### config.mk
export PLATFORM = sky130hd
export DESIGN_NAME = rta_admission_control_top
export DESIGN_NICKNAME = d
export VERILOG_FILES = /design/src/rtl/core/rtaac_pkg.sv /design/src/rtl/core/rtaac_ram.sv /design/src/rtl/core/rta_admission_control_top.sv
export SDC_FILE = /design/constraint.sdc
export NUM_CORES = 1
export LEC_CHECK = 0
export BUFFER_PORTS_ARGS = -buffer_cell sky130_fd_sc_hd__buf_2
export CORE_UTILIZATION = 45
export CTS_BUF_LIST = sky130_fd_sc_hd__clkbuf_16
export DETAILED_ROUTE_END_ITERATION = 10
export SLEW_MARGIN = 20
export SYNTH_ARGS = -nofsm -noshare
export SYNTH_HDL_FRONTEND = slang
export SYNTH_HIERARCHICAL = 1
export SYNTH_SLANG_ARGS = --single-unit
export TNS_END_PERCENT = 100
### constraint.sdc
create_clock -name i_clk -period 5.9 [get_ports i_clk]
set_input_delay 0.295 -clock i_clk [delete_from_list [all_inputs] [get_ports i_clk]]
set_output_delay 0.295 -clock i_clk [all_outputs]
set_load 0.005 [all_outputs]
### src/rtl/core/rtaac_pkg.sv
// Package for the admission control block: sizes, status and command codes,
// sequencer states. No dependencies.
package rtaac_pkg;

    localparam int TASK_SLOTS = 32;
    localparam int MAX_MS     = 1000;

    localparam int ADDR_W  = $clog2(TASK_SLOTS);
    localparam int SLOT_W  = 5;
    localparam int MS_W    = 10;
    localparam int DIV_W   = MS_W + 1;
    localparam int PROD_W  = DIV_W + MS_W;
    localparam int SUM_W   = PROD_W + 1;
    localparam int ENTRY_W = 2 * MS_W;
    localparam int CNT_W   = $clog2(DIV_W);

    localparam logic [MS_W-1:0]  MAX_MS_V = MS_W'(MAX_MS);
    localparam logic [MS_W-1:0]  CAP_V    = MS_W'(MAX_MS + 1);
    localparam logic [SUM_W-1:0] CAP_SUM  = SUM_W'(MAX_MS + 1);

    localparam int S_TDATA_W = 32;
    localparam int M_TDATA_W = 16;

    typedef enum logic [2:0] {
        ST_OK       = 3'd0,
        ST_INVALID  = 3'd1,
        ST_ACTIVE   = 3'd2,
        ST_UNSCHED  = 3'd3,
        ST_INACTIVE = 3'd4
    } t_status;

    typedef enum logic {
        CMD_ADMIT  = 1'b0,
        CMD_CANCEL = 1'b1
    } t_cmd;

    typedef enum logic [3:0] {
        S_IDLE,
        S_CHECK,
        S_READ,
        S_EVAL,
        S_DIV,
        S_MUL,
        S_ACC,
        S_END,
        S_RESULT
    } t_state;

endpackage

### src/rtl/core/rtaac_ram.sv
// Generic single-port RAM with registered read.
// No dependencies.
module rtaac_ram #(
    parameter int WIDTH = 8,
    parameter int DEPTH = 32
) (
    input  logic                     i_clk,
    input  logic                     i_we,
    input  logic [$clog2(DEPTH)-1:0] i_addr,
    input  logic [WIDTH-1:0]         i_wdata,
    output logic [WIDTH-1:0]         o_rdata
);

    logic [WIDTH-1:0] r_mem [DEPTH];
    logic [WIDTH-1:0] r_rdata;

    always_ff @(posedge i_clk) begin
        if (i_we) begin
            r_mem[i_addr] <= i_wdata;
        end
        r_rdata <= r_mem[i_addr];
    end

    assign o_rdata = r_rdata;

endmodule

### src/rtl/core/rta_admission_control_top.sv
// Admission control by response-time analysis; depends on rtaac_pkg and rtaac_ram.
// Cancel and invalid or busy admit go from accept through S_CHECK to the result register;
// admit iterates the recurrence over all slots, dividing for each slot with a shorter period (11-step divider).
// One transaction at a time; the next is taken the cycle after the result is registered,
// which waits while the previous result is still unaccepted at the output.
// Reset (synchronous) clears all slot valid bits at once; no clearing pass.
module rta_admission_control_top (
    input  logic        i_clk,
    input  logic        i_rst_n,
    input  logic        s_axis_tvalid,
    output logic        s_axis_tready,
    // slot[4:0], budget_ms[14:5], period_ms[24:15], zero above
    input  logic [31:0] s_axis_tdata,
    // cmd[0]
    input  logic [0:0]  s_axis_tuser,
    output logic        m_axis_tvalid,
    input  logic        m_axis_tready,
    // status[2:0], response_ms[12:3], zero above
    output logic [15:0] m_axis_tdata
);

    rtaac_pkg::t_state r_state, n_state;

    logic [rtaac_pkg::TASK_SLOTS-1:0] r_valid;
    logic                             r_rd_vld;

    rtaac_pkg::t_cmd              r_cmd;
    logic [rtaac_pkg::SLOT_W-1:0] r_slot;
    logic [rtaac_pkg::MS_W-1:0]   r_c;
    logic [rtaac_pkg::MS_W-1:0]   r_t;

    logic [rtaac_pkg::ADDR_W-1:0] r_j;
    logic [rtaac_pkg::MS_W-1:0]   r_r;
    logic [rtaac_pkg::MS_W-1:0]   r_acc;
    logic [rtaac_pkg::MS_W-1:0]   r_tj;
    logic [rtaac_pkg::MS_W-1:0]   r_cj;
    logic [rtaac_pkg::DIV_W-1:0]  r_div_num;
    logic [rtaac_pkg::DIV_W-1:0]  r_div_rem;
    logic [rtaac_pkg::CNT_W-1:0]  r_div_cnt;
    logic [rtaac_pkg::PROD_W-1:0] r_prod;

    rtaac_pkg::t_status           r_status;
    logic [rtaac_pkg::MS_W-1:0]   r_resp;

    logic                            r_m_tvalid;
    logic [rtaac_pkg::M_TDATA_W-1:0] r_m_tdata;

    logic                              w_ram_we;
    logic [rtaac_pkg::ADDR_W-1:0]      w_ram_addr;
    logic [rtaac_pkg::ENTRY_W-1:0]     w_ram_wdata;
    logic [rtaac_pkg::ENTRY_W-1:0]     w_ram_rdata;
    logic                              w_in_acc;
    logic                              w_out_load;
    logic [rtaac_pkg::MS_W-1:0]        w_ent_b;
    logic [rtaac_pkg::MS_W-1:0]        w_ent_p;
    logic                              w_slot_oor;
    logic                              w_vals_bad;
    logic                              w_cancel_ok;
    logic                              w_admit_go;
    logic                              w_eligible;
    logic                              w_last;
    logic                              w_conv;
    logic                              w_over;
    logic [rtaac_pkg::DIV_W-1:0]       w_rem_sh;
    logic                              w_rem_ge;
    logic [rtaac_pkg::SUM_W-1:0]       w_sum;

    rtaac_ram #(
        .WIDTH (rtaac_pkg::ENTRY_W),
        .DEPTH (rtaac_pkg::TASK_SLOTS)
    ) u_ram (
        .i_clk   (i_clk),
        .i_we    (w_ram_we),
        .i_addr  (w_ram_addr),
        .i_wdata (w_ram_wdata),
        .o_rdata (w_ram_rdata)
    );

    assign w_in_acc   = s_axis_tvalid && s_axis_tready;
    assign w_out_load = (r_state == rtaac_pkg::S_RESULT) && (!r_m_tvalid || m_axis_tready);

    assign w_ent_b = r_rd_vld ? w_ram_rdata[rtaac_pkg::ENTRY_W-1:rtaac_pkg::MS_W] : '0;
    assign w_ent_p = r_rd_vld ? w_ram_rdata[rtaac_pkg::MS_W-1:0] : '0;

    assign w_slot_oor  = int'(r_slot) >= rtaac_pkg::TASK_SLOTS;
    assign w_vals_bad  = (r_c == '0) || (r_c > rtaac_pkg::MAX_MS_V) ||
                         (r_t == '0) || (r_t > rtaac_pkg::MAX_MS_V);
    assign w_cancel_ok = !w_slot_oor && (w_ent_b != '0) && (w_ent_p != '0);
    assign w_admit_go  = !w_vals_bad && !w_slot_oor && (w_ent_b == '0) && (w_ent_p == '0);
    assign w_eligible  = (w_ent_p != '0) && (w_ent_b != '0) && (w_ent_p < r_t);
    assign w_last      = r_j == rtaac_pkg::ADDR_W'(rtaac_pkg::TASK_SLOTS - 1);
    assign w_conv      = r_acc == r_r;
    assign w_over      = r_acc > r_t;

    assign w_rem_sh = {r_div_rem[rtaac_pkg::DIV_W-2:0], r_div_num[rtaac_pkg::DIV_W-1]};
    assign w_rem_ge = w_rem_sh >= {1'b0, r_tj};
    assign w_sum    = rtaac_pkg::SUM_W'(r_acc) + rtaac_pkg::SUM_W'(r_prod);

    // next state
    always_comb begin
        n_state = r_state;
        case (r_state)
            rtaac_pkg::S_IDLE: begin
                if (w_in_acc) n_state = rtaac_pkg::S_CHECK;
            end
            rtaac_pkg::S_CHECK: begin
                if (r_cmd == rtaac_pkg::CMD_ADMIT && w_admit_go) begin
                    n_state = rtaac_pkg::S_READ;
                end else begin
                    n_state = rtaac_pkg::S_RESULT;
                end
            end
            rtaac_pkg::S_READ: n_state = rtaac_pkg::S_EVAL;
            rtaac_pkg::S_EVAL: begin
                if (w_eligible) begin
                    n_state = rtaac_pkg::S_DIV;
                end else if (w_last) begin
                    n_state = rtaac_pkg::S_END;
                end else begin
                    n_state = rtaac_pkg::S_READ;
                end
            end
            rtaac_pkg::S_DIV: begin
                if (r_div_cnt == rtaac_pkg::CNT_W'(rtaac_pkg::DIV_W - 1)) begin
                    n_state = rtaac_pkg::S_MUL;
                end
            end
            rtaac_pkg::S_MUL: n_state = rtaac_pkg::S_ACC;
            rtaac_pkg::S_ACC: begin
                n_state = w_last ? rtaac_pkg::S_END : rtaac_pkg::S_READ;
            end
            rtaac_pkg::S_END: begin
                n_state = (w_conv || w_over) ? rtaac_pkg::S_RESULT : rtaac_pkg::S_READ;
            end
            rtaac_pkg::S_RESULT: begin
                if (w_out_load) n_state = rtaac_pkg::S_IDLE;
            end
            default: n_state = rtaac_pkg::S_IDLE;
        endcase
    end

    // outputs
    always_comb begin
        s_axis_tready = 1'b0;
        w_ram_we      = 1'b0;
        w_ram_addr    = rtaac_pkg::ADDR_W'(r_slot);
        w_ram_wdata   = {r_c, r_t};
        case (r_state)
            rtaac_pkg::S_IDLE: begin
                s_axis_tready = 1'b1;
                w_ram_addr    = rtaac_pkg::ADDR_W'(s_axis_tdata[rtaac_pkg::SLOT_W-1:0]);
            end
            rtaac_pkg::S_READ: w_ram_addr = r_j;
            rtaac_pkg::S_END:  w_ram_we   = w_conv;
            default: ;
        endcase
    end

    always_ff @(posedge i_clk) begin
        if (!i_rst_n) begin
            r_state    <= rtaac_pkg::S_IDLE;
            r_valid    <= '0;
            r_m_tvalid <= 1'b0;
        end else begin
            r_state <= n_state;
            if (r_state == rtaac_pkg::S_CHECK && r_cmd == rtaac_pkg::CMD_CANCEL &&
                w_cancel_ok) begin
                r_valid[rtaac_pkg::ADDR_W'(r_slot)] <= 1'b0;
            end
            if (r_state == rtaac_pkg::S_END && w_conv) begin
                r_valid[rtaac_pkg::ADDR_W'(r_slot)] <= 1'b1;
            end
            if (w_out_load) begin
                r_m_tvalid <= 1'b1;
            end else if (m_axis_tready) begin
                r_m_tvalid <= 1'b0;
            end
        end
    end

    always_ff @(posedge i_clk) begin
        r_rd_vld <= r_valid[w_ram_addr];
        if (w_out_load) begin
            r_m_tdata <= {3'b000, r_resp, r_status};
        end
        case (r_state)
            rtaac_pkg::S_IDLE: begin
                if (w_in_acc) begin
                    r_cmd  <= rtaac_pkg::t_cmd'(s_axis_tuser[0]);
                    r_slot <= s_axis_tdata[4:0];
                    r_c    <= s_axis_tdata[14:5];
                    r_t    <= s_axis_tdata[24:15];
                end
            end
            rtaac_pkg::S_CHECK: begin
                r_resp <= '0;
                r_r    <= '0;
                r_acc  <= r_c;
                r_j    <= '0;
                if (r_cmd == rtaac_pkg::CMD_CANCEL) begin
                    r_status <= w_cancel_ok ? rtaac_pkg::ST_OK : rtaac_pkg::ST_INACTIVE;
                end else if (w_vals_bad || w_slot_oor) begin
                    r_status <= rtaac_pkg::ST_INVALID;
                end else begin
                    r_status <= rtaac_pkg::ST_ACTIVE;
                end
            end
            rtaac_pkg::S_EVAL: begin
                if (w_eligible) begin
                    r_div_num <= rtaac_pkg::DIV_W'(r_r) + rtaac_pkg::DIV_W'(w_ent_p) -
                                 rtaac_pkg::DIV_W'(1);
                    r_div_rem <= '0;
                    r_div_cnt <= '0;
                    r_tj      <= w_ent_p;
                    r_cj      <= w_ent_b;
                end else if (!w_last) begin
                    r_j <= r_j + rtaac_pkg::ADDR_W'(1);
                end
            end
            rtaac_pkg::S_DIV: begin
                r_div_rem <= w_rem_ge ? (w_rem_sh - {1'b0, r_tj}) : w_rem_sh;
                r_div_num <= {r_div_num[rtaac_pkg::DIV_W-2:0], w_rem_ge};
                r_div_cnt <= r_div_cnt + rtaac_pkg::CNT_W'(1);
            end
            rtaac_pkg::S_MUL: begin
                r_prod <= r_div_num * r_cj;
            end
            rtaac_pkg::S_ACC: begin
                r_acc <= (w_sum > rtaac_pkg::CAP_SUM) ? rtaac_pkg::CAP_V
                                                      : w_sum[rtaac_pkg::MS_W-1:0];
                if (!w_last) r_j <= r_j + rtaac_pkg::ADDR_W'(1);
            end
            rtaac_pkg::S_END: begin
                if (w_conv) begin
                    r_status <= rtaac_pkg::ST_OK;
                    r_resp   <= r_acc;
                end else if (w_over) begin
                    r_status <= rtaac_pkg::ST_UNSCHED;
                    r_resp   <= r_acc;
                end else begin
                    r_r   <= r_acc;
                    r_acc <= r_c;
                    r_j   <= '0;
                end
            end
            default: ;
        endcase
    end

    assign m_axis_tvalid = r_m_tvalid;
    assign m_axis_tdata  = r_m_tdata;

endmodule

Word level (Yosys, flattened, before mapping) --
Memory sizes are Yosys's and may differ from the RTL's. A register that Yosys moved wholly into a read port is not among the register bits. Index checks and enable logic that the tools add are counted.
Operators by class: add/sub/neg operators 6, multiply operators 1, magnitude comparators 9, eq/ne operators 19, multiplexer cells 52, bitwise operators 4, reduce and logical (&&, ||, !) cells 38
Operators with widths (number):
- $mux W10 | 11
- $mux W32 | 3
- $pmux W10 S2 | 3
- $logic_not A10 Y1 | 4
- $pmux W4 S9 | 1
- $and A32 B32 Y32 | 1
- $not A32 Y32 | 1
- $or A32 B32 Y32 | 1
- $pmux W10 S3 | 1
- $mux W4 | 6
- $add A10 B21 Y22 | 1
- $gt A22 B10 Y1 const B | 1
- $pmux W11 S2 | 1
- $mul A11 B10 Y21 | 1
- $gt A10 B10 Y1 const B | 2
- $mux W5 | 4
- $pmux W5 S4 | 1
- $reduce_bool A10 Y1 | 2
- $mux W3 | 6
- $eq A4 B3 Y1 const B | 4
- $ne A2 B2 Y1 const B | 7
- $lt A5 B6 Y1 const B | 2
- $add A10 B10 Y11 | 1
- $ge A11 B10 Y1 | 1
- 32 further kinds | 63
Storage, ports and cells: register bits 181, memory bits (writable) 640, input bits 37, word-level logic and storage cells 150, memories kept 1
Memory list:
- u_ram.r_mem | words 32, width 20, rd ports 1, clocked after Yosys merged registers in 1, wr ports 1, line rtaac_ram.sv:14 | logic [WIDTH-1:0] r_mem [DEPTH];

Longest topological paths before layout --
depth in word-level cells 10, depth in mapped cells 21, depth with buffers taken out 20

Cells and area by module --
Netlist, hierarchy kept.
By module, submodules not included:
- rtaac_ram | instances 1, cells each 1338, area each 24965.2 um2, seq. area each 19618.8 um2
- rta_admission_control_top | instances 1, cells each 1347, area each 13475.4 um2, seq. area each 5054.8 um2

Least setup slack after synthesis --
Ideal clock, no wire load.
path kind register -> register, start point register r_div_num[0] (netlist bit), end point register r_prod[20] (netlist bit) (data pin), data arrival time 5089 ps, data required time 5640 ps, setup slack 551 ps, cell stages (with the launch flop) 20, buffers on the path 1, clock period less this slack 5349 ps, path through edfxtp_1 buf_1 nand2_1 fa_1 fa_1 inv_1 fa_1 fa_1 inv_1 fa_1 inv_1 ha_1 a21o_1 a21o_1 or3_1 o211ai_1 a31oi_1 a21o_1 a21oi_1 xnor2_1
Between the ends: word-level cells in the longest chain between the ends 1
RTL lines:
- start: declaration | line rta_admission_control_top.sv:37 | logic [rtaac_pkg::DIV_W-1:0] r_div_num;
- start signal: assignment | line rta_admission_control_top.sv:210 | r_div_num <= rtaac_pkg::DIV_W'(r_r) + rtaac_pkg::DIV_W'(w_ent_p) -
- start signal: assignment | line rta_admission_control_top.sv:222 | r_div_num <= {r_div_num[rtaac_pkg::DIV_W-2:0], w_rem_ge};
- $mul A11 B10 Y21 | line rta_admission_control_top.sv:226 | r_prod <= r_div_num * r_cj;
- end signal: assignment | line rta_admission_control_top.sv:226
- end: declaration | line rta_admission_control_top.sv:40 | logic [rtaac_pkg::PROD_W-1:0] r_prod;
Every way passes these cells. A chain may end at the register's enable or synchronous reset.

Worst setup path after layout --
start point register r_div_num[3] (netlist bit), end point register r_prod[20] (netlist bit) (data pin)
Same word-level chain as after synthesis.

==> impl_metrics.py <==
metrics = {
    "die": {
        "fp-row-count": 106,
        "die_w_um": 294,
        "fp.dieArea_um2": 86600,
        "core_area_um2": 84100,
        "io_pins": 55,
        "die_y_um": 294,
        "start_util_pct": 45.7,
    },
    "clock_network": {
        "clk-insertion-delay-late_ps": 660,
        "cts_sinks": 841,
        "cts_buffer_depth": 3,
        "cts_tree": "built",
        "post_cts_resized": 0,
        "cts-root-buf": "clkbuf_16",
        "cts_buffers": 91,
        "htreeDepth": 3,
        "clk_pin_slew_ps": 60,
    },
    "routing": {
        "first_iter_violations": 1966,
        "wirelength_um": 95500,
        "ant_nets": 0,
        "drc": 0,
        "vias_per_cell": 5.69,
        "avgRoutedWirePerCell_um": 23.6,
        "dr.pass1.iters": 5,
        "dr_total_vias": 23100,
    },
    "synth": {
        "synth_top_area_share_pct": 61.2,
        "syn_area_per_cell_um2": 14.3,
        "ys_ff_latch": 841,
        "yosys_warnings": 6,
        "yosysSeqAreaShare_pct": 64.2,
        "synth_async_sr_flop_share_pct": 0,
        "synth_cells": 2685,
        "synth_top_flop_cell": "edfxtp_1",
        "synthTopCellsByCount": "783 x edfxtp_1, 330 x mux2i_1, 164 x nand2_1",
        "synth_edf_count": 783,
        "syn-cell-area_um2": 38400,
        "yosysTopAreaCell": "edfxtp_1",
        "synth_most_common_cell": "edfxtp_1",
        "synth.distinct_cells": 85,
        "synth_area_leaders": "edfxtp_1 61%, mux2i_1 8.6%, ha_1 3.8%",
    },
    "flow_run": {
        "max-cap-violations": 0,
    },
    "timing": {
        "finClkSkew_ps": 44.5,
        "finalCritPeriodShare_pct": 96.2,
        "worstMarginPinSlew_ps": 1160,
        "hold_viol": 0,
        "slew_viol_final": 0,
        "fmax_ghz": 0.176,
        "fin_crit_ps": 5680,
        "slew_headroom_pct": 22.4,
        "setup_viol_count_final": 0,
    },
    "layout": {
        "register_area_um2": 24700,
        "final_nets": 3076,
        "fin_area_um2": 43700,
        "drive_gt1_share_pct": 12.8,
        "area_delta_synth_final_pct": 13.7,
        "multi_input_area_um2": 12700,
        "nFillCells": 7036,
    },
    "worst_hold_path": {
        "hp-class": "input pin to flip-flop",
        "hp-start": "s_axis_tdata[17]",
        "min_to": "r_t[2]$_DFFE_PP_",
        "hold_path_depth": 2,
    },
    "worst_setup_path": {
        "crit_fanout": 6,
        "start_kind": "flip-flop",
        "cp.arrival_ps": 6040,
        "ff2ff_setup_slack_ps": 220,
        "regToRegEndpoint": "r_prod[20]$_DFFE_PN_",
        "critical_path_class": "flip-flop to flip-flop",
        "cp-end-kind": "flip-flop",
        "r2r_start": "r_div_num[3]$_DFFE_PP_",
        "worstPathRequired_ps": 6270,
        "r2r_cells": 19,
        "critPathLaunch": "r_div_num[3]$_DFFE_PP_",
    },
    "power": {
        "powerDensity_nw_per_um2": 431,
        "p_leak_nw": 16.4,
        "finalPower_w": 0.0188,
        "ir_drop_mv": 0.336,
    },
    "grt": {
        "grt_antenna_before_repair": 0,
        "grt_pass1_vias": 22800,
        "grt_pass1_wl_um": 142000,
        "overflow": 0,
        "grtUsageTotal_pct": 22.1,
        "grt_max_degree": 86,
    },
    "placement": {
        "io_buffers": 44,
        "place_area_um2": 40400,
        "dp_hpwl_um": 61500,
        "gp_congestion": 0.879,
    },
    "outcome": {
        "status": "complete, no violations",
    },
}
==> what timing repair did <==
| action | 4_1_cts | 5_1_grt |
|---|---|---|
| setup endpoints to repair | 0 | 2 |
| hold buffers | 29 | 0 |
| setup buffers | 0 | 20 |
| endpoints found under the hold margin | 30 | 0 |
==> registers in the layout (all words and copies together), names as in the netlist, 10 cells and up <==
register / cells
r_r: 10
u_ram/r_mem: 640
r_div_num: 11
r_valid: 32
r_tj: 10
m_axis_tdata: 13
r_acc: 10
r_div_rem: 10
r_t: 10
r_prod: 21
u_ram/o_rdata: 20
r_c: 10
r_resp: 10
r_cj: 10
==> cell usage in the layout, fill, tap and decap left out, drive strengths merged, types with 82 or more instances in the layout <==
cell type / Yosys / final
ha: 117 / 117
and2: 89 / 89
a21oi: 82 / 82
inv: 153 / 171
mux2i: 330 / 330
buf: 78 / 169
clkbuf: 52 / 93
o22ai: 162 / 162
edfxtp: 783 / 783
nand2: 164 / 164
nor2: 90 / 90
==> routing by layer <==
metal	routed length (um)	up-vias	GRT usage (%)
met5	0	-	0
met1	42800	11700	31.3
met4	3030	0	7.60
li1	-	10500	-
met3	5990	138	3.66
met2	43700	745	34.5
==> worst max path at each step <==
stage                                 to  depth (start not counted)
floorplan           r_prod[20]$_DFFE_PN_                         19
global placement    r_prod[19]$_DFFE_PN_                         18
detailed placement  r_prod[19]$_DFFE_PN_                         18
CTS                 r_prod[19]$_DFFE_PN_                         18
global route        r_prod[19]$_DFFE_PN_                         18
finish              r_prod[20]$_DFFE_PN_                         19
==> area by class of cell <==
type	instances	share of cell area, %
Multi-Input combinational cell	1562	29.0
Sequential cell	841	56.4
Antenna cell	1	0.00572
Clock buffer	92	5.27
Inverter	154	1.34
Tap cell	1134	3.24
Timing Repair Buffer	199	3.42
Clock inverter	73	1.27
==> where the power goes <==
| part | switching [W] | internal, W | total, W |
|---|---|---|---|
| clock network | 0.00232 | 0.00306 | 0.00539 |
| registers | 0.000240 | 0.00717 | 0.00741 |
| logic | 0.00385 | 0.00217 | 0.00603 |
==> kinds of logic (layout without fill, tap and decap cells) <==
logic type / count (synthesis) / after routing / share of synthesized area [%]
flops: 841 / 841 / 64.2
mux: 340 / 340 / 9.12
other cells: 1 / 4 / 0.00976
buf+inv: 284 / 518 / 3.19
fa+ha+maj: 190 / 190 / 7.61
simple gates: 554 / 554 / 7.71
compound gates: 423 / 423 / 6.99
xor+xnor: 52 / 52 / 1.18
==> per-stage QoR <==
step / std cells / utilization, % / setup TNS [ps] / hold slack (ps) / setup slack (ps)
3_5_place_dp: 3841 / 48.1 / 0 / 415 / 212
3_3_place_gp: 3840 / 48.0 / 0 / 410 / 277
2_1_floorplan: 2687 / - / 0 / 394 / 551
6_report: 4056 / 52.0 / 0 / 353 / 223
5_1_grt: 4055 / 52.0 / -29.8 / 318 / -29.8
4_1_cts: 4035 / 51.8 / 0 / 304 / 179
==> worst max-delay path, cell delays in order (launching register included) <==
cell and delay, ps:
edfxtp_1 480, buf_4 200, nand2_1 80, fa_1 510
fa_1 490, inv_1 60, fa_1 510, fa_1 560
inv_1 60, fa_1 530, inv_1 40, ha_1 350
a21o_1 200, a21o_1 180, or3_1 330, o211ai_1 230
a31oi_1 160, a21o_1 200, a21oi_1 160, xnor2_1 80
Note: power is estimated with default switching activity, not from simulation.
